--- src/hw/rtl/calo_adc_bank_unpacker_unit_assert.svh ---
// assertion macros shared by the unpacker modules
`ifndef CALO_ADC_BANK_UNPACKER_UNIT_ASSERT_SVH
`define CALO_ADC_BANK_UNPACKER_UNIT_ASSERT_SVH

// implication checked on every edge outside reset
`define CABU_ASSERT_IMP(label, ante, cons, msg) \
    label: assert property (@(posedge clk) disable iff (!rst_n) (ante) |-> (cons)) \
        else $error(msg);

// implication checked in the following cycle
`define CABU_ASSERT_NEXT(label, ante, cons, msg) \
    label: assert property (@(posedge clk) disable iff (!rst_n) (ante) |=> (cons)) \
        else $error(msg);

`endif

--- src/hw/rtl/cabu_pkg.sv ---
package cabu_pkg;

    typedef struct packed {
        logic [31:0] bank_word;
        logic        first_of_bank;
        logic        last_of_bank;
        logic [2:0]  bank_version;
    } cabu_in_t;

    typedef struct packed {
        logic signed [15:0] adc_value;
        logic [15:0]        channel_or_id;
        logic [8:0]         card_code;
        logic               is_status;
        logic [1:0]         bank_status;
        logic               last_result;
    } cabu_out_t;

    typedef enum logic [2:0] {
        PH_IDLE     = 3'd0,
        PH_BODY     = 3'd1,
        PH_CARD     = 3'd2,
        PH_TRIG     = 3'd3,
        PH_PATTERN  = 3'd4,
        PH_DATA     = 3'd5,
        PH_STRADDLE = 3'd6
    } cabu_phase_t;

    localparam logic [1:0] ST_OK        = 2'd0;
    localparam logic [1:0] ST_TRUNCATED = 2'd1;
    localparam logic [1:0] ST_BADVER    = 2'd2;
    localparam logic [1:0] ST_EMPTY     = 2'd3;

    localparam logic [2:0] VER_ONE   = 3'd1;
    localparam logic [2:0] VER_TWO   = 3'd2;
    localparam logic [2:0] VER_THREE = 3'd3;

    // output register status toward the decoder
    typedef struct packed {
        logic busy;
        logic take;
    } cabu_obuf_stat_t;

endpackage

--- src/hw/rtl/calo_adc_bank_unpacker_unit.sv ---
// Readout bank unpacker: takes one 32-bit bank word per request and returns the
// decoded ADC values, then one status result at the end of every bank. A new word
// is taken only once the previous one is fully decoded, and a result cannot leave
// the decoder while the previous load is still reaching the output register
// (version 2 walks its packed channel stream one 4-bit or 12-bit code per result
// through a shift register). Header, trigger and pattern words yield no result.
// The single output register lets a finished result wait while decoding stalls
// on it.
module calo_adc_bank_unpacker_unit
    import cabu_pkg::*;
(
    input  logic      clk,
    input  logic      rst_n,
    // configuration: skip_first_word
    input  logic      cfg_valid,
    output logic      cfg_ready,
    input  logic      cfg_data,
    // bank words
    input  logic      in_valid,
    output logic      in_ready,
    input  cabu_in_t  in_item,
    // decoded results
    output logic      res_valid,
    input  logic      res_ready,
    output cabu_out_t res
);

    cabu_obuf_stat_t obuf_stat;
    logic            load;
    cabu_out_t       load_data;

    // decode sequencer with the nibble shift register
    cabu_decoder u_decoder (
        .clk       (clk),
        .rst_n     (rst_n),
        .cfg_valid (cfg_valid),
        .cfg_ready (cfg_ready),
        .cfg_data  (cfg_data),
        .in_valid  (in_valid),
        .in_ready  (in_ready),
        .in_item   (in_item),
        .obuf      (obuf_stat),
        .load      (load),
        .load_data (load_data)
    );

    // result holding register
    cabu_out_reg u_out_reg (
        .clk       (clk),
        .rst_n     (rst_n),
        .load      (load),
        .load_data (load_data),
        .stat      (obuf_stat),
        .res_valid (res_valid),
        .res_ready (res_ready),
        .res       (res)
    );

endmodule

--- src/hw/rtl/cabu_out_reg.sv ---
module cabu_out_reg
    import cabu_pkg::*;
(
    input  logic      clk,
    input  logic      rst_n,
    input  logic      load,
    input  cabu_out_t load_data,
    output cabu_obuf_stat_t stat,
    output logic      res_valid,
    input  logic      res_ready,
    output cabu_out_t res
);

    `include "calo_adc_bank_unpacker_unit_assert.svh"

    logic      valid_reg;
    cabu_out_t data_reg;

    assign stat.busy = valid_reg && !res_ready;
    assign stat.take = valid_reg && res_ready;
    assign res_valid = valid_reg;
    assign res       = data_reg;

    always_ff @(posedge clk or negedge rst_n)
    begin
        if (!rst_n)
        begin
            valid_reg <= 1'b0;
        end
        else
        begin
            if (load)
            begin
                valid_reg <= 1'b1;
            end
            else if (res_ready)
            begin
                valid_reg <= 1'b0;
            end
        end
    end

    always_ff @(posedge clk)
    begin
        if (load)
        begin
            data_reg <= load_data;
        end
    end

    `CABU_ASSERT_IMP(a_no_overwrite, load, !(valid_reg && !res_ready), "result overwritten")
    `CABU_ASSERT_NEXT(a_load_valid, load, valid_reg, "loaded result not shown")
    `CABU_ASSERT_IMP(a_status_clean, valid_reg && data_reg.is_status,
        data_reg.adc_value == 16'sd0, "status carries a value")

endmodule

--- src/hw/rtl/cabu_decoder.sv ---
module cabu_decoder
    import cabu_pkg::*;
(
    input  logic            clk,
    input  logic            rst_n,
    input  logic            cfg_valid,
    output logic            cfg_ready,
    input  logic            cfg_data,
    input  logic            in_valid,
    output logic            in_ready,
    input  cabu_in_t        in_item,
    input  cabu_obuf_stat_t obuf,
    output logic            load,
    output cabu_out_t       load_data
);

    `include "calo_adc_bank_unpacker_unit_assert.svh"

    typedef enum logic [1:0] {
        S_WAIT,
        S_WORK,
        S_STATUS
    } seq_t;

    seq_t        seq_reg;
    cabu_phase_t phase_reg;
    logic        skip_cfg_reg;
    logic [2:0]  ver_reg;
    logic [5:0]  skip_left_reg;
    logic [31:0] pattern_reg;
    logic [31:0] buf_reg;      // shifts right past each code as it is decoded
    logic [5:0]  offset_reg;
    logic [5:0]  chan_reg;
    logic [6:0]  items_reg;
    logic [11:0] partial_reg;
    logic [8:0]  code_reg;
    logic        saw_reg;
    logic        last_reg;
    logic        half_reg;
    logic [3:0]  lsh_reg;      // nibbles already in partial

    // a load still on its way to the output register blocks the next one
    logic        can_load;
    assign can_load  = !obuf.busy && !load;
    assign cfg_ready = (seq_reg == S_WAIT);
    assign in_ready  = (seq_reg == S_WAIT);

    logic accept;
    assign accept = in_valid && in_ready;

    // long/short code fields from the head of the buffer
    logic [11:0] long_raw;
    logic [3:0]  short_raw;
    logic        chan_long;
    logic [5:0]  off_short;
    logic [5:0]  off_long;
    logic [5:0]  off_next;
    logic        next_long;
    logic [11:0] strad_raw;
    logic [15:0] v3_item;
    assign long_raw  = buf_reg[11:0];
    assign short_raw = buf_reg[3:0];
    assign chan_long = pattern_reg[chan_reg[4:0]];
    assign off_short = offset_reg + 6'd4;
    assign off_long  = offset_reg + 6'd12;
    assign off_next  = chan_long ? off_long : off_short;
    // whether the code after this one is a long code
    assign next_long = pattern_reg[chan_reg[4:0] + 5'd1];
    assign v3_item   = half_reg ? buf_reg[31:16] : buf_reg[15:0];
    always_comb
    begin
        unique case (lsh_reg)
            4'd1:    strad_raw = {buf_reg[7:0], 4'h0} | partial_reg;
            4'd2:    strad_raw = {buf_reg[3:0], 8'h0} | partial_reg;
            default: strad_raw = buf_reg[11:0];
        endcase
    end

    always_ff @(posedge clk or negedge rst_n)
    begin
        if (!rst_n)
        begin
            seq_reg       <= S_WAIT;
            phase_reg     <= PH_IDLE;
            skip_cfg_reg  <= 1'b0;
            ver_reg       <= 3'd0;
            skip_left_reg <= 6'd0;
            pattern_reg   <= 32'd0;
            buf_reg       <= 32'd0;
            offset_reg    <= 6'd0;
            chan_reg      <= 6'd0;
            items_reg     <= 7'd0;
            partial_reg   <= 12'd0;
            code_reg      <= 9'd0;
            saw_reg       <= 1'b0;
            last_reg      <= 1'b0;
            half_reg      <= 1'b0;
            lsh_reg       <= 4'd0;
            load          <= 1'b0;
            load_data     <= '0;
        end
        else
        begin
            load <= 1'b0;
            if (cfg_valid && cfg_ready)
            begin
                skip_cfg_reg <= cfg_data;
            end
            unique case (seq_reg)
                S_WAIT:
                begin
                    if (accept)
                    begin
                        last_reg <= in_item.last_of_bank;
                        half_reg <= 1'b0;
                        if (in_item.first_of_bank)
                        begin
                            ver_reg       <= in_item.bank_version;
                            skip_left_reg <= 6'd0;
                            pattern_reg   <= 32'd0;
                            offset_reg    <= 6'd0;
                            chan_reg      <= 6'd0;
                            items_reg     <= 7'd0;
                            partial_reg   <= 12'd0;
                            code_reg      <= 9'd0;
                            phase_reg     <= (in_item.bank_version == VER_TWO ||
                                              in_item.bank_version == VER_THREE)
                                             ? PH_CARD : PH_BODY;
                            buf_reg       <= in_item.bank_word;
                            saw_reg       <= !skip_cfg_reg;
                            seq_reg       <= skip_cfg_reg
                                             ? (in_item.last_of_bank ? S_STATUS : S_WAIT)
                                             : S_WORK;
                        end
                        else if (phase_reg != PH_IDLE)
                        begin
                            saw_reg <= 1'b1;
                            if (phase_reg == PH_DATA && ver_reg == VER_TWO
                                && offset_reg < 6'd32)
                            begin
                                // keep the remaining bits of the current word
                                buf_reg <= buf_reg;
                            end
                            else
                            begin
                                buf_reg <= in_item.bank_word;
                            end
                            if (phase_reg == PH_DATA && ver_reg == VER_TWO
                                && offset_reg >= 6'd32)
                            begin
                                offset_reg <= 6'd0;
                            end
                            seq_reg <= S_WORK;
                        end
                    end
                end
                S_WORK:
                begin
                    priority case (phase_reg)
                        PH_BODY:
                        begin
                            if (ver_reg == VER_ONE)
                            begin
                                if (can_load)
                                begin
                                    load <= 1'b1;
                                    load_data.adc_value     <= buf_reg[15:0];
                                    load_data.channel_or_id <= buf_reg[31:16];
                                    load_data.card_code     <= 9'd0;
                                    load_data.is_status     <= 1'b0;
                                    load_data.bank_status   <= ST_OK;
                                    load_data.last_result   <= !last_reg;
                                    seq_reg <= last_reg ? S_STATUS : S_WAIT;
                                end
                            end
                            else
                            begin
                                seq_reg <= last_reg ? S_STATUS : S_WAIT;
                            end
                        end
                        PH_CARD:
                        begin
                            code_reg <= buf_reg[22:14];
                            items_reg <= (ver_reg == VER_THREE) ? buf_reg[13:7] : 7'd0;
                            skip_left_reg <= 6'(({1'b0, buf_reg[6:0]} + 8'd3) >> 2);
                            if (buf_reg[6:0] != 7'd0)
                            begin
                                phase_reg <= PH_TRIG;
                            end
                            else if (ver_reg == VER_TWO)
                            begin
                                phase_reg <= PH_PATTERN;
                            end
                            else
                            begin
                                phase_reg <= (buf_reg[13:7] != 7'd0) ? PH_DATA : PH_CARD;
                            end
                            seq_reg <= last_reg ? S_STATUS : S_WAIT;
                        end
                        PH_TRIG:
                        begin
                            skip_left_reg <= skip_left_reg - 6'd1;
                            if (skip_left_reg == 6'd1)
                            begin
                                if (ver_reg == VER_TWO)
                                begin
                                    phase_reg <= PH_PATTERN;
                                end
                                else
                                begin
                                    phase_reg <= (items_reg != 7'd0) ? PH_DATA : PH_CARD;
                                end
                            end
                            seq_reg <= last_reg ? S_STATUS : S_WAIT;
                        end
                        PH_PATTERN:
                        begin
                            pattern_reg <= buf_reg;
                            offset_reg  <= 6'd32;
                            chan_reg    <= 6'd0;
                            phase_reg   <= PH_DATA;
                            seq_reg     <= last_reg ? S_STATUS : S_WAIT;
                        end
                        PH_DATA:
                        begin
                            if (ver_reg == VER_THREE)
                            begin
                                if (items_reg == 7'd0 || half_reg && items_reg != 7'd0
                                    && 1'b0)
                                begin
                                    seq_reg <= last_reg ? S_STATUS : S_WAIT;
                                end
                                else if (can_load)
                                begin
                                    load <= 1'b1;
                                    load_data.adc_value     <= {6'd0, v3_item[9:0]};
                                    load_data.channel_or_id <= {10'd0, v3_item[15:10]};
                                    load_data.card_code     <= code_reg;
                                    load_data.is_status     <= 1'b0;
                                    load_data.bank_status   <= ST_OK;
                                    items_reg <= items_reg - 7'd1;
                                    half_reg  <= 1'b1;
                                    if (half_reg || items_reg == 7'd1)
                                    begin
                                        load_data.last_result <= !last_reg;
                                        if (items_reg == 7'd1)
                                        begin
                                            phase_reg <= PH_CARD;
                                        end
                                        seq_reg <= last_reg ? S_STATUS : S_WAIT;
                                    end
                                    else
                                    begin
                                        load_data.last_result <= 1'b0;
                                    end
                                end
                            end
                            else if (chan_reg >= 6'd32)
                            begin
                                phase_reg <= PH_CARD;
                                seq_reg <= last_reg ? S_STATUS : S_WAIT;
                            end
                            else if (offset_reg >= 6'd32)
                            begin
                                seq_reg <= last_reg ? S_STATUS : S_WAIT;
                            end
                            else if (chan_long && off_long > 6'd32)
                            begin
                                // long code runs into the next word
                                partial_reg <= long_raw & ((12'd1 << {offset_reg[5:0] == 6'd28
                                    ? 4'd4 : 4'd8}) - 12'd1);
                                lsh_reg    <= (offset_reg == 6'd28) ? 4'd1 : 4'd2;
                                offset_reg <= off_long - 6'd32;
                                phase_reg  <= PH_STRADDLE;
                                seq_reg    <= last_reg ? S_STATUS : S_WAIT;
                            end
                            else if (can_load)
                            begin
                                load <= 1'b1;
                                load_data.channel_or_id <= {10'd0, chan_reg};
                                load_data.card_code     <= code_reg;
                                load_data.is_status     <= 1'b0;
                                load_data.bank_status   <= ST_OK;
                                chan_reg <= chan_reg + 6'd1;
                                if (chan_long)
                                begin
                                    load_data.adc_value <= 16'({4'd0, long_raw}) - 16'd256;
                                    buf_reg    <= {12'd0, buf_reg[31:12]};
                                    offset_reg <= off_long;
                                end
                                else
                                begin
                                    load_data.adc_value <= 16'({12'd0, short_raw}) - 16'd8;
                                    buf_reg    <= {4'd0, buf_reg[31:4]};
                                    offset_reg <= off_short;
                                end
                                // last of the word: card done, word used up, or the
                                // next long code straddles into the next word
                                if (chan_reg == 6'd31 || off_next >= 6'd32
                                    || (next_long && off_next > 6'd20))
                                begin
                                    load_data.last_result <= !last_reg;
                                    if (chan_reg == 6'd31)
                                    begin
                                        phase_reg <= PH_CARD;
                                        seq_reg <= last_reg ? S_STATUS : S_WAIT;
                                    end
                                    else if (off_next >= 6'd32)
                                    begin
                                        seq_reg <= last_reg ? S_STATUS : S_WAIT;
                                    end
                                end
                                else
                                begin
                                    load_data.last_result <= 1'b0;
                                end
                            end
                        end
                        PH_STRADDLE:
                        begin
                            if (can_load)
                            begin
                                load <= 1'b1;
                                load_data.adc_value <= 16'({4'd0, strad_raw}) - 16'd256;
                                load_data.channel_or_id <= {10'd0, chan_reg};
                                load_data.card_code     <= code_reg;
                                load_data.is_status     <= 1'b0;
                                load_data.bank_status   <= ST_OK;
                                chan_reg <= chan_reg + 6'd1;
                                buf_reg  <= (lsh_reg == 4'd1) ? {8'd0, buf_reg[31:8]}
                                                              : {4'd0, buf_reg[31:4]};
                                lsh_reg  <= 4'd0;
                                if (chan_reg == 6'd31)
                                begin
                                    load_data.last_result <= !last_reg;
                                    phase_reg <= PH_CARD;
                                    seq_reg   <= last_reg ? S_STATUS : S_WAIT;
                                end
                                else
                                begin
                                    load_data.last_result <= 1'b0;
                                    phase_reg <= PH_DATA;
                                end
                            end
                        end
                        default:
                        begin
                            seq_reg <= last_reg ? S_STATUS : S_WAIT;
                        end
                    endcase
                end
                S_STATUS:
                begin
                    if (can_load)
                    begin
                        load <= 1'b1;
                        load_data.adc_value     <= 16'sd0;
                        load_data.channel_or_id <= 16'd0;
                        load_data.card_code     <= 9'd0;
                        load_data.is_status     <= 1'b1;
                        load_data.last_result   <= 1'b1;
                        if (!saw_reg)
                        begin
                            load_data.bank_status <= ST_EMPTY;
                        end
                        else if (ver_reg == 3'd0 || ver_reg > VER_THREE)
                        begin
                            load_data.bank_status <= ST_BADVER;
                        end
                        else if (ver_reg != VER_ONE && phase_reg != PH_CARD)
                        begin
                            load_data.bank_status <= ST_TRUNCATED;
                        end
                        else
                        begin
                            load_data.bank_status <= ST_OK;
                        end
                        phase_reg <= PH_IDLE;
                        seq_reg   <= S_WAIT;
                    end
                end
                default:
                begin
                    seq_reg <= S_WAIT;
                end
            endcase
        end
    end

    `CABU_ASSERT_IMP(a_no_accept_busy, seq_reg != S_WAIT, !in_ready, "request taken while busy")
    `CABU_ASSERT_IMP(a_chan_range, seq_reg == S_WORK && phase_reg == PH_STRADDLE,
        chan_reg < 6'd32, "straddle past channel 31")
    `CABU_ASSERT_NEXT(a_status_idle, seq_reg == S_STATUS && can_load, phase_reg == PH_IDLE,
        "bank not closed after status")

endmodule

--- config.mk ---
export PLATFORM = sky130hd
export DESIGN_NAME = calo_adc_bank_unpacker_unit
export DESIGN_NICKNAME = d
export VERILOG_FILES = /design/src/hw/rtl/cabu_pkg.sv /design/src/hw/rtl/calo_adc_bank_unpacker_unit.sv /design/src/hw/rtl/cabu_out_reg.sv /design/src/hw/rtl/cabu_decoder.sv
export VERILOG_INCLUDE_DIRS = /design/src /design/src/hw/rtl
export SDC_FILE = /design/constraint.sdc
export NUM_CORES = 1
export LEC_CHECK = 0
export ABC_AREA = 1
export BUFFER_PORTS_ARGS = -buffer_cell sky130_fd_sc_hd__buf_2
export CORE_MARGIN = 3
export CORE_UTILIZATION = 55
export CTS_CLUSTER_SIZE = 10
export DETAILED_ROUTE_END_ITERATION = 6
export PLACE_DENSITY = 0.74
export SLEW_MARGIN = 20
export SYNTH_ARGS = -nofsm -noshare
export SYNTH_HDL_FRONTEND = slang
export SYNTH_SLANG_ARGS = --single-unit
--- constraint.sdc ---
create_clock -name clk -period 3.23 [get_ports clk]
set_input_delay 0.646 -clock clk [delete_from_list [all_inputs] [get_ports clk]]
set_output_delay 0.646 -clock clk [all_outputs]
set_load 0.02 [all_outputs]
# After elaboration in Yosys (flattened, before gate mapping)

Index checks and enable logic that the tools add are counted.

$add $sub $neg: 12
$mul: 0
Divide/modulo/power cells: 0
Order comparisons: 9
Equal/unequal tests: 79
Shift operators: 1
Multiplexer cells: 163
Bitwise logic cells: 3
Reductions and logical operators: 49

Operators with widths:

| cell                                                   | count |
|---|---|
| 2-to-1 mux 45 bit                                      | 11 |
| 2-to-1 mux 32 bit                                      | 13 |
| one-hot mux 32 bit (2 select lines)                    | 3 |
| one-hot mux 45 bit (3 select lines)                    | 1 |
| 2-to-1 mux 6 bit                                       | 17 |
| one-hot mux 45 bit (2 select lines)                    | 1 |
| 2-to-1 mux 12 bit                                      | 7 |
| 2-to-1 mux 3 bit                                       | 22 |
| one-hot mux 6 bit (2 select lines)                     | 5 |
| 2-to-1 mux 28 bit                                      | 2 |
| 2-to-1 mux 2 bit                                       | 26 |
| one-hot mux 12 bit (2 select lines)                    | 2 |
| 2-to-1 mux 7 bit                                       | 6 |
| AND reduction 11 bit                                   | 3 |
| 2-to-1 mux 16 bit                                      | 2 |
| inequality test 3 bit (second input constant)          | 10 |
| one-hot mux 7 bit (2 select lines)                     | 2 |
| 2-to-1 mux 9 bit                                       | 3 |
| inequality test 3 x 2 -> 1 bit (second input constant) | 9 |
| subtractor 12 x 9 -> 13 bit (second input constant)    | 2 |
| 2-to-1 mux 4 bit                                       | 6 |
| inequality test 2 bit (second input constant)          | 12 |
| inequality test 4 bit (second input constant)          | 6 |
| bitwise OR 12 bit                                      | 2 |
| 66 further kinds                                       | 143 |

Bits in registers: 218
Bits in latches: 0
Bits in writable memories: 0
Memory bits (read-only): 0
Input bits: 43
Word-level logic and storage cells: 346
Memories kept: 0

# Logic depth before layout (Yosys ltp)

Gate-level depths: netlist (run 1).

Depth after elaboration: 14
Mapped depth: 18

# Hierarchy

A second synthesis (run 1) with hierarchy kept.

Cell total of the unflattened synthesis: 1,524
Area total of the unflattened synthesis: 11,649.9 um^2

Modules (own cells, without submodules):

| module       | instances | cells each | area each (um^2) |
|---|---|---|---|
| cabu_decoder | 1         | 1,471      | 10,242.3 |
| cabu_out_reg | 1         | 53         | 1,407.6 |

# Worst setup path before layout (run 1)

Ideal clock, no wire load.

Kind: register to register
Start point: register u_decoder.load
End point: register u_decoder.buf_reg[10]
Library setup time: 82 ps
Data arrival time: 2,451 ps
Required time: 3,148 ps
Slack: 697 ps
Cell stages (with the launch flop): 10
Clock period less this slack: 2,533 ps
Cell sequence: dfrtp_1 a21oi_2 inv_2 nand2_1 nand2_1 a311oi_1 nand2_2 buf_6 buf_6 a22oi_2

Cells in the longest elaborated chain, start to end: 4
Elaborated cells on any way between the ends: 5

RTL lines:

| what                                            | line                | text |
|---|---|---|
| start: declaration                              | cabu_decoder.sv:13  | `output logic load,` |
| start signal: assignment                        | cabu_decoder.sv:99  | `load <= 1'b0;` |
| start signal: assignment                        | cabu_decoder.sv:104 | `load <= 1'b0;` |
| start signal: assignment                        | cabu_decoder.sv:166 | `load <= 1'b1;` |
| logical NOT 1 bit *                             | cabu_decoder.sv:44  | `assign can_load = !obuf.busy && !load;` |
| logical AND 1 bit *                             | cabu_decoder.sv:44  |  |
| inequality test 3 x 2 -> 1 bit (no source line) | -                   |  |
| AND reduction 11 bit (no source line) *         | -                   |  |
| end signal: assignment                          | cabu_decoder.sv:129 | `buf_reg <= in_item.bank_word;` |
| end signal: assignment                          | cabu_decoder.sv:142 | `buf_reg <= buf_reg;` |
| end signal: assignment                          | cabu_decoder.sv:146 | `buf_reg <= in_item.bank_word;` |
| end: declaration                                | cabu_decoder.sv:31  | `logic [31:0] buf_reg;` |

Mark *: on every way between the ends. The rest lies on a longest branch, timed or not.
A chain may end at the register's enable or synchronous reset.

# Worst setup path after layout (run 1)

Start point: register u_decoder.phase_reg[1]
End point: register, netlist name u_decoder.load_data[13]

Cells in the longest elaborated chain, start to end: 3
Elaborated cells on any way between the ends: 15

RTL lines:

| what                                                                                                | line                | text |
|---|---|---|
| start: declaration                                                                                  | cabu_decoder.sv:26  | `cabu_phase_t phase_reg;` |
| start signal: assignment                                                                            | cabu_decoder.sv:126 | `phase_reg <= (in_item.bank_version == VER_TWO \|\|` |
| start signal: assignment                                                                            | cabu_decoder.sv:196 | `phase_reg <= (buf_reg[13:7] != 7'd0) ? PH_DATA : PH_CARD;` |
| start signal: assignment                                                                            | cabu_decoder.sv:211 | `phase_reg <= (items_reg != 7'd0) ? PH_DATA : PH_CARD;` |
| equality test 3 bit / equality test 3 x 1 -> 1 bit (equally long branches)                          | cabu_decoder.sv:159 | `priority case (phase_reg)` |
| inequality test 4 bit (no source line) (tied with other cells)                                      | -                   |  |
| AND reduction 11 bit (no source line) / one-hot mux 45 bit (2 select lines) (equally long branches) | -                   |  |

Parallel ways exist; a longest one is shown, timed or not.

==> flow_metrics.env, run 1 <==
export IMPL_fin_util_pct=63.2
export IMPL_power_mw=12.5
export IMPL_crit_buf_inv=4
export IMPL_die_w_um=151
export IMPL_grt_antenna_before_repair=0
export IMPL_cts_setup_buffers=0
export IMPL_cts_hold_fix_buffers=0
export IMPL_synthSimpleGateAreaFrac_pct=20.6
export IMPL_setup_tns_ps=0
export IMPL_synth_seq_cells=210
export IMPL_synth_mux_area_share_pct=0
export IMPL_synthCells=1440
export IMPL_grt_pass1_vias=9889
export IMPL_rsz0062_at_grt="no"
export IMPL_cts_root_buf="clkbuf_16"
export IMPL_hpwl_mm=24.1
export IMPL_avgSynthCellArea_um2=8.05
export IMPL_cts_buffers=25
export IMPL_dieArea_um2=22900
export IMPL_grt_ovfl_total=0
export IMPL_drt_pre_antenna_iters=6
export IMPL_rr_startpoint="u_decoder.phase_reg[1]"
export IMPL_start_util_pct=56.6
export IMPL_h_tree_depth=1
export IMPL_peakVddDrop_uv=546
export IMPL_clk_pin_slew_ps=60
export IMPL_holdWs_ps=130
export IMPL_cp_cell_sequence="inv_1, nand3_2, nand2_2, inv_2, nor2_2, nand2_1, nand2_1, nor3b_1, nand2_2, buf_12, nor2_4, inv_2, o21ai_1"
export IMPL_p_per_area_nw_per_um2=961
export IMPL_min_period_ps=2710
export IMPL_clock_fmax_ghz=0.369
export IMPL_dp_slack_ps=590
export IMPL_drt_iter0_drc=1160
export IMPL_wl_per_cell_um=19.2
export IMPL_ys_warnings_count=0
export IMPL_crit_path_start_kind="flip-flop"
export IMPL_cp_slowest_stage_delay_ps=400
export IMPL_cts_tree="built"
export IMPL_synth_top_family_by_area="compound AO/OA/AOI/OAI gates"
export IMPL_drive_gt1_share_pct=12.5
export IMPL_ioPinCount=91
export IMPL_place_congestion=0.975
export IMPL_clock_sinks=210
export IMPL_cp_slowest_cell="dfrtp_1"
export IMPL_cts_resized=0
export IMPL_clock_latency_ps=520
export IMPL_num_nets_final=1561
export IMPL_yosysSeqAreaShare_pct=47.3
export IMPL_hold_viol=0
export IMPL_arrival_ps=3150
export IMPL_synth_fa_ha_area_share_pct=1.84
export IMPL_cp_max_fo=74
export IMPL_synth_distinct_cells=45
export IMPL_synth_compound_area_share_pct=21.8
export IMPL_cp_data_required_time_ps=3670
export IMPL_min_path_type="in2async"
export IMPL_cpLargestDelayFamily="simple AND/OR/NAND/NOR gates"
export IMPL_nFillCells=1842
export IMPL_drc=0
export IMPL_setup_violations=0
export IMPL_ant_nets=0
export IMPL_drv_cap=0
export IMPL_crit_type="reg2reg"
export IMPL_vias_per_cell=5.99
export IMPL_core_area_um2=20500
export IMPL_drv_slew=0
export IMPL_cp_end_kind="flip-flop"
export IMPL_clock_skew_ps=10.5
export IMPL_mappedNetlistArea_um2=11600
export IMPL_tightest_slew_ps=853
export IMPL_areaGrowthSynthToFinish_pct=11.8
export IMPL_cp_startpoint="u_decoder.phase_reg[1]"
export IMPL_cts_max_path_buffers=3
export IMPL_die_h_um=151
export IMPL_grt_first_pass_wirelength_mm=53.7
export IMPL_layout_setup_ws_ps=520
export IMPL_synth_xor_area_share_pct=0.831
export IMPL_relSlewSlack_pct=42.9
export IMPL_synth_nets=1500
export IMPL_port_buffers=90
export IMPL_leakagePower_nw=5.72
export IMPL_grt_usage_pct=29.8
export IMPL_fin_crit_sh_pct=83.9
export IMPL_grt_max_degree=75
export IMPL_vias=10700
export IMPL_num_rows=52
export IMPL_routed_wl_mm=34.3
export IMPL_status="completed"
## logic make-up after synthesis
| logic type | Yosys count |
|---|---|
| compound gates | 430 |
| flops | 210 |
| simple gates | 565 |
| fa+ha+maj | 17 |
| buf+inv | 207 |
| xor+xnor | 11 |
## power breakdown
group | total (mW) | internal [mW] | switching, mW | leakage [nW]
clock network | 2.58 | 1.51 | 1.07 | 0.357
logic | 5.32 | 1.64 | 3.68 | 2.84
registers | 4.56 | 3.68 | 0.883 | 2.53
total | 12.5 | 6.83 | 5.63 | 5.72
## cells in the mapped netlist (all sizes together)
| library cell | n | area [um^2] |
|---|---|---|
| a211oi | 13 | 97.6 |
| a21oi | 97 | 489 |
| a22o | 1 | 8.76 |
| a22oi | 20 | 200 |
| a311oi | 2 | 17.5 |
| a31oi | 12 | 75.1 |
| a32oi | 2 | 17.5 |
| buf | 33 | 228 |
| clkbuf | 50 | 188 |
| clkinv | 1 | 3.75 |
| dfrtp | 165 | 4130 |
| edfxtp | 45 | 1350 |
| ha | 17 | 213 |
| inv | 123 | 464 |
| nand2 | 343 | 1300 |
| nand3 | 102 | 561 |
| nand3b | 2 | 15.0 |
| nand4 | 8 | 50.1 |
| nor2 | 88 | 345 |
| nor3 | 19 | 95.1 |
| nor3b | 2 | 15.0 |
| o2111ai | 2 | 17.5 |
| o211ai | 39 | 293 |
| o21ai | 205 | 1030 |
| o221ai | 9 | 78.8 |
| o22ai | 12 | 75.1 |
| o31ai | 16 | 135 |
| or2 | 1 | 6.26 |
| xnor2 | 1 | 8.76 |
| xor2 | 10 | 87.6 |
## worst register-to-register path, cell delays in order (launching register included)
cell and delay [ps]:
dfrtp_1 400, inv_1 90, nand3_2 240, nand2_2 100
inv_2 370, nor2_2 170, nand2_1 120, nand2_1 60
nor3b_1 280, nand2_2 120, buf_12 190, nor2_4 210
inv_2 100, o21ai_1 180
## cells in the final DEF (no fill, tap or decap), drive strengths merged, types with 19 or more instances in the layout
cell    synthesis  routed
nor2           88      88
o21ai         205     205
a22oi          20      20
a21oi          97      97
edfxtp         45      45
dfrtp         165     165
buf            33     117
nand2         343     343
nor3           19      19
o211ai         39      39
nand3         102     102
clkbuf         50      43
inv           123     124
## layer usage
| layer | global-route usage, % | wire length, um | vias to the layer above |
|---|---|---|---|
| met5 | 0 | 0 | - |
| met4 | 11.2 | 1370 | 0 |
| met3 | 4.40 | 3000 | 100 |
| met2 | 47.7 | 15800 | 545 |
| met1 | 41.3 | 14100 | 5002 |
| li1 | - | - | 5061 |
## stage by stage
step                      instances  area, um^2
after floorplan                1440       11600
after global placement         1744       12200
after detailed placement       1744       12200
after CTS                      1788       13000
after global routing           1788       13000
final                          1789       13000
## final timing paths
check	endpoint	slack, ps	depth (start not counted)
min reg2reg	u_out_reg.res[5]	450	0
max in group asynchronous	u_decoder.load_data[4]	2310	2
max reg2reg	u_decoder.load_data[13]	520	13
min	u_decoder.load_data[36]	130	1
max	u_decoder.load_data[13]	520	13
min in group clk	u_decoder.skip_cfg_reg	330	2
## cell type report
class,instances,area (um^2),area share (%)
Clock inverter,1,20.0,0.154
Inverter,124,468,3.61
Tap cell,270,338,2.61
Multi-Input combinational cell,1023,5230,40.4
Timing Repair Buffer,117,697,5.38
Clock buffer,43,723,5.58
Antenna cell,1,2.50,0.0193
Sequential cell,210,5480,42.3
No activity file was read; power rests on OpenSTA's default activity.
==> inputs of run 2 (changes only) <==
--- a/config.mk
+++ b/config.mk
@@ -6,7 +6,7 @@
 export SDC_FILE = /design/constraint.sdc
 export NUM_CORES = 1
 export LEC_CHECK = 0
-export ABC_AREA = 1
+export ABC_AREA = 0
 export BUFFER_PORTS_ARGS = -buffer_cell sky130_fd_sc_hd__buf_2
 export CORE_MARGIN = 3
 export CORE_UTILIZATION = 55
==> constraint.sdc (replaced) <==
create_clock -name clk -period 2.8 [get_ports clk]
set_input_delay 0.56 -clock clk [delete_from_list [all_inputs] [get_ports clk]]
set_output_delay 0.56 -clock clk [all_outputs]
set_load 0.02 [all_outputs]
==> flow_metrics.env, run 2 <==
export IMPL_holdWs_ps=-3.69
export IMPL_place_congestion=0.997
export IMPL_crit_buf_inv=1
export IMPL_setup_violations=0
export IMPL_drv_slew=0
export IMPL_clock_fmax_ghz=0.360
export IMPL_cts_max_path_buffers=3
export IMPL_min_period_ps=2780
export IMPL_cp_max_fo=5
export IMPL_port_buffers=90
export IMPL_setup_tns_ps=0
export IMPL_cp_slowest_stage_delay_ps=500
export IMPL_crit_type="reg2reg"
export IMPL_swShare_pct=43.1
export IMPL_ff2ff_path_depth=9
export IMPL_grt_first_pass_wirelength_mm=55.9
export IMPL_h_tree_depth=1
export IMPL_vias_per_cell=6.52
export IMPL_cp_cell_sequence="ha_4, buf_12, mux4_2, mux4_2, mux2_4, o311ai_4, a21oi_2, a2111oi_2, o2bb2ai_1"
export IMPL_cpMostUsedCell="mux4_2"
export IMPL_grt_antenna_before_repair=0
export IMPL_p_sw_mw=6.65
export IMPL_peakVddDrop_uv=707
export IMPL_dieArea_um2=22700
export IMPL_synthTopCellsByCount="dfrtp_1, nand2_1, o21ai_0"
export IMPL_synth_seq_cells=210
export IMPL_grt_pass1_vias=9774
export IMPL_yosysSeqAreaShare_pct=47.6
export IMPL_die_h_um=151
export IMPL_fin_util_pct=66.3
export IMPL_cts_root_buf="clkbuf_16"
export IMPL_wl_per_cell_um=23.0
export IMPL_internal_power_mw=8.79
export IMPL_finish_instance_area_um2=13500
export IMPL_p_per_area_nw_per_um2=1140
export IMPL_synth_top_area_share_pct=35.9
export IMPL_drt_pre_antenna_iters=6
export IMPL_placed_cells=1519
export IMPL_relSlewSlack_pct=42.7
export IMPL_synth_ff_type="dfrtp_1"
export IMPL_num_nets_final=1338
export IMPL_clkPwrFrac_pct=18.5
export IMPL_clock_sinks=210
export IMPL_grt_max_degree=60
export IMPL_synth_edf_count=45
export IMPL_path_depth=9
export IMPL_clock_latency_ps=530
export IMPL_core_area_um2=20400
export IMPL_final_cell_mix="nand2_1, dfrtp_1, o21ai_0"
export IMPL_n_antenna_cell=0
export IMPL_layout_cells_non_filler=1560
export IMPL_cpLargestDelayFamily="multiplexers"
export IMPL_synth_nets=1224
export IMPL_cts_buffers=25
export IMPL_place_area_um2=12600
export IMPL_rsz0062_at_grt="yes"
export IMPL_routed_wl_mm=35.9
export IMPL_netlist_top_cells_area="dfrtp_1, edfxtp_1, nand2_1, o21ai_0, mux2i_1"
export IMPL_synth_top_area_cell="dfrtp_1"
export IMPL_fin_crit_sh_pct=99.1
export IMPL_grt_usage_pct=31.7
export IMPL_hpwl_mm=25.4
export IMPL_power_mw=15.4
export IMPL_ys_warnings_count=0
export IMPL_ioPinCount=91
export IMPL_hold_viol=1
export IMPL_drive_gt1_share_pct=21.4
export IMPL_drc=0
export IMPL_cp_data_required_time_ps=3210
export IMPL_areaGrowthSynthToFinish_pct=17.3
export IMPL_drv_cap=0
export IMPL_tightest_slew_ps=852
export IMPL_clk_pin_slew_ps=60
export IMPL_clock_skew_ps=20.3
export IMPL_nFillCells=1612
export IMPL_cp_end_kind="flip-flop"
export IMPL_cts_tree="built"
export IMPL_num_rows=52
export IMPL_arrival_ps=3180
export IMPL_leakagePower_nw=5.78
export IMPL_die_w_um=151
export IMPL_synth_distinct_cells=76
export IMPL_grt_ovfl_total=0
export IMPL_pwr_share_seq_pct=35.3
export IMPL_cp_slowest_cell="mux4_2"
export IMPL_vias=10200
export IMPL_status="finished with violations"
export IMPL_synthCells=1164
export IMPL_pwr_share_comb_pct=46.2
export IMPL_min_path_type="in2async"
export IMPL_drt_iter0_drc=1207
export IMPL_start_util_pct=56.5
export IMPL_crit_path_start_kind="flip-flop"
export IMPL_violations="negative hold slack"
export IMPL_ant_nets=0
export IMPL_yosys_cell_count_top_type="dfrtp_1"
export IMPL_avgSynthCellArea_um2=9.88
export IMPL_synth_async_reset_ratio_pct=78.6
export IMPL_mappedNetlistArea_um2=11500
export IMPL_cts_hold_fix_buffers=0
run 2: cell count changes in the layout (fill, tap and decap cells not counted), sizes merged, moves of 16 or more:
cell / change
o211ai: -34
mux2: +57
mux2i: +40
nand2: -179
nand3: -80
nor2: -32
a21oi: -35
nor2b: +16
o21ai: -93
inv: -81
buf: +57
run 2: through the flow:
stage	setup WS [ps]	hold slack (ps)
2_1_floorplan	11.1	264
3_3_place_gp	-38.3	431
3_5_place_dp	-97.1	428
4_1_cts	-41.2	18.7
5_1_grt	-38.4	37.6
6_report	24.0	-3.69
run 2: final cells by class:
cell class / instances / area [um^2] / share of cell area, %
timing repair buffer: 175 / 1210 / 8.94
multi-input combinational: 823 / 5610 / 41.6
sequential: 210 / 5480 / 40.6
tap: 270 / 338 / 2.50
clock inverter: 4 / 35.0 / 0.260
clock buffer: 35 / 663 / 4.91
inverter: 43 / 161 / 1.20
run 2: routing by layer:
metal  part of all wire [%]  global-route usage, %  wire [um]  vias to the layer above
met2                     45                   49.8      16300                      580
met1                     40                   43.5      14200                     4938
li1                       -                      -          -                     4514
met4                    5.4                   13.7       1920                        0
met3                    9.5                   5.45       3400                      137
met5                      0                      0          0                        -
run 2: logic make-up (layout without fill, tap and decap cells):
| logic type | Yosys count | after routing | synth area share, % |
|---|---|---|---|
| DFF | 210 | 210 | 47.6 |
| and+or+nand+nor | 352 | 352 | 14.0 |
| xor gates and xnor gates | 12 | 12 | 0.914 |
| AOI/OAI and AO/OA | 335 | 335 | 19.9 |
| adders and majority gates | 17 | 17 | 1.85 |
| muxes | 107 | 107 | 11.0 |
| buffers and inverters | 131 | 257 | 4.69 |
run 2: final timing paths:
check                                       start  slack [ps]                        end
max reg2reg                 u_decoder.chan_reg[0]          20     u_decoder.load_data[0]
max in group asynchronous                   rst_n        2050  u_decoder.pattern_reg[21]
min                                         rst_n          -4    u_decoder.load_data[25]
min in group clk                         cfg_data         250     u_decoder.skip_cfg_reg
max                         u_decoder.chan_reg[0]          20     u_decoder.load_data[0]
min reg2reg                u_decoder.load_data[1]         450           u_out_reg.res[1]
run 2: power by group through the flow:
stage               Combinational (mW)  Sequential, mW  Clock, mW
floorplan                         4.78            4.91          0
global placement                  6.66            5.36          0
detailed placement                6.83            5.39          0
CTS                               6.91            5.36       2.91
global route                      7.74            5.51       3.04
finish                            7.14            5.44       2.86
run 2: timing repair:
item                       CTS  global route
setup buffers                0             1
setup endpoints to repair   26            87
resized for setup            7            18
gates cloned                 0             1
pin swaps                    2             9
==> inputs of run 3 (changes only) <==
--- a/config.mk
+++ b/config.mk
@@ -10,6 +10,7 @@
 export BUFFER_PORTS_ARGS = -buffer_cell sky130_fd_sc_hd__buf_2
 export CORE_MARGIN = 3
 export CORE_UTILIZATION = 55
+export CTS_BUF_LIST = sky130_fd_sc_hd__clkbuf_2
 export CTS_CLUSTER_SIZE = 10
 export DETAILED_ROUTE_END_ITERATION = 6
 export PLACE_DENSITY = 0.74
==> flow_metrics.env, run 3 (synthesis results as in run 2) <==
export IMPL_grt_ovfl_total=0
export IMPL_cp_slowest_cell="mux4_2"
export IMPL_peakVddDrop_uv=595
export IMPL_clk_pin_slew_ps=120
export IMPL_clock_sinks=210
export IMPL_wl_per_cell_um=21.6
export IMPL_status="completed"
export IMPL_clock_fmax_ghz=0.363
export IMPL_clock_skew_ps=51.1
export IMPL_cp_data_required_time_ps=3520
export IMPL_ff2ff_path_depth=9
export IMPL_endpoint="u_decoder.load_data[0]"
export IMPL_core_area_um2=20400
export IMPL_h_tree_depth=2
export IMPL_setup_violations=0
export IMPL_min_period_ps=2760
export IMPL_cp_startpoint="u_decoder.chan_reg[0]"
export IMPL_dp_slack_ps=-97.1
export IMPL_rr_startpoint="u_decoder.chan_reg[0]"
export IMPL_dieArea_um2=22700
export IMPL_place_congestion=0.997
export IMPL_cp_cell_sequence="ha_4, buf_12, mux4_2, mux4_2, mux2_4, o311ai_2, a21oi_1, a2111oi_2, o2bb2ai_1"
export IMPL_drc=0
export IMPL_place_area_um2=12600
export IMPL_p_per_area_nw_per_um2=1080
export IMPL_cts_buffers=53
export IMPL_clock_latency_ps=860
export IMPL_vias_per_cell=6.31
export IMPL_cp_slowest_stage_delay_ps=510
export IMPL_cts_root_buf="clkbuf_2"
export IMPL_areaGrowthSynthToFinish_pct=17.2
export IMPL_routed_wl_mm=35.5
export IMPL_relSlewSlack_pct=41.1
export IMPL_leakagePower_nw=5.92
export IMPL_path_depth=9
export IMPL_num_nets_final=1392
export IMPL_grt_first_pass_wirelength_mm=56.0
export IMPL_cpLargestDelayFamily="multiplexers"
export IMPL_grt_antenna_before_repair=2
export IMPL_final_cell_mix="nand2_1, dfrtp_1, o21ai_0"
export IMPL_cts_setup_buffers=0
export IMPL_layout_setup_ws_ps=43.5
export IMPL_drive_gt1_share_pct=23.8
export IMPL_crit_buf_inv=1
export IMPL_drt_iter0_drc=1247
export IMPL_grt_max_degree=60
export IMPL_reg2reg_to="u_decoder.load_data[0]"
export IMPL_cpMostUsedCell="mux4_2"
export IMPL_ant_nets=0
export IMPL_port_buffers=90
export IMPL_die_h_um=151
export IMPL_grt_usage_pct=31.8
export IMPL_hold_viol=0
export IMPL_crit_type="reg2reg"
export IMPL_cp_max_fo=9
export IMPL_min_path_type="in2reg"
export IMPL_fin_crit_sh_pct=98.4
export IMPL_grt_pass1_vias=10000
export IMPL_rsz0062_at_grt="yes"
export IMPL_num_rows=52
export IMPL_vias=10400
export IMPL_drv_cap=0
export IMPL_cp_end_kind="flip-flop"
export IMPL_r2r_slack_ps=40
export IMPL_die_w_um=151
export IMPL_hpwl_mm=25.4
export IMPL_cts_max_path_buffers=3
export IMPL_start_util_pct=56.5
export IMPL_drt_pre_antenna_iters=6
export IMPL_ioPinCount=91
export IMPL_arrival_ps=3480
export IMPL_finish_instance_area_um2=13500
export IMPL_drv_slew=0
export IMPL_tightest_slew_ps=876
export IMPL_crit_path_start_kind="flip-flop"
export IMPL_cts_tree="built"
==> run 3: changes by cell type in the layout (fill, tap and decap cells not counted), moves of 9 or more <==
cell / change
clkbuf_1: -10
clkbuf_16: -26
clkbuf_2: +81
clkinv_1: +9
dlygate4sd3_1: +28
==> run 3: power breakdown <==
part           switching (mW)  total [mW]  internal (mW)
Clock                    1.27        2.14          0.862
Sequential               1.22        5.41           4.19
Combinational            4.13        7.07           2.93
==> run 3: per-layer routing <==
metal | up-vias | share of wire, % | GRT usage [%]
li1 | 4658 | - | -
met1 | 4910 | 39 | 43.5
met2 | 651 | 45 | 48.6
met3 | 148 | 11 | 6.26
met4 | 0 | 5.5 | 15.5
met5 | - | 0 | 0
==> run 3: timing repair <==
| item | CTS | global route |
|---|---|---|
| gates resized for setup | 7 | 10 |
| setup endpoints to repair | 9 | 85 |
| hold buffers | 28 | 0 |
| hold endpoints to repair | 81 | 0 |
| pin swaps | 2 | 2 |
==> run 3: stage by stage <==
step	total power [mW]	instances	setup TNS, ps	hold WS [ps]	util [%]
after floorplan	9.69	1164	0	264	-
after global placement	12.0	1519	-38.3	431	62.0
after detailed placement	12.2	1519	-161	428	62.0
after CTS	14.4	1642	-19.3	6.98	66.0
after global routing	15.5	1643	-283	32.3	66.2
final	14.6	1643	0	71.0	66.2
==> run 3: worst register-to-register path: stages (launching register included) <==
cell and delay [ps]:
dfrtp_2 450, ha_4 280, buf_12 130, mux4_2 510, mux4_2 490, mux2_4 310, o311ai_2 90, a21oi_1 90
a2111oi_2 210, o2bb2ai_1 90
==> run 3: how the worst min path moves through the flow <==
stage | start | to | slack, ps | cells after the start
2_1_floorplan | rst_n | u_decoder.buf_reg[0] | 260 | 0
3_3_place_gp | u_decoder.load_data[7] | u_out_reg.res[7] | 430 | 0
3_5_place_dp | u_decoder.load_data[16] | u_out_reg.res[16] | 430 | 0
4_1_cts | in_item[31] | u_decoder.buf_reg[26] | 7 | 3
5_1_grt | in_item[18] | u_decoder.buf_reg[13] | 30 | 3
6_report | in_item[6] | u_decoder.buf_reg[1] | 70 | 3
==> run 3: final cells by class <==
class	count	area (um^2)
timing repair buffer	201	1440
multi-input combinational	823	5570
inverter	43	161
tap	270	338
fill	1655	6880
sequential	210	5480
clock inverter	14	87.6
antenna	1	2.50
clock buffer	81	405
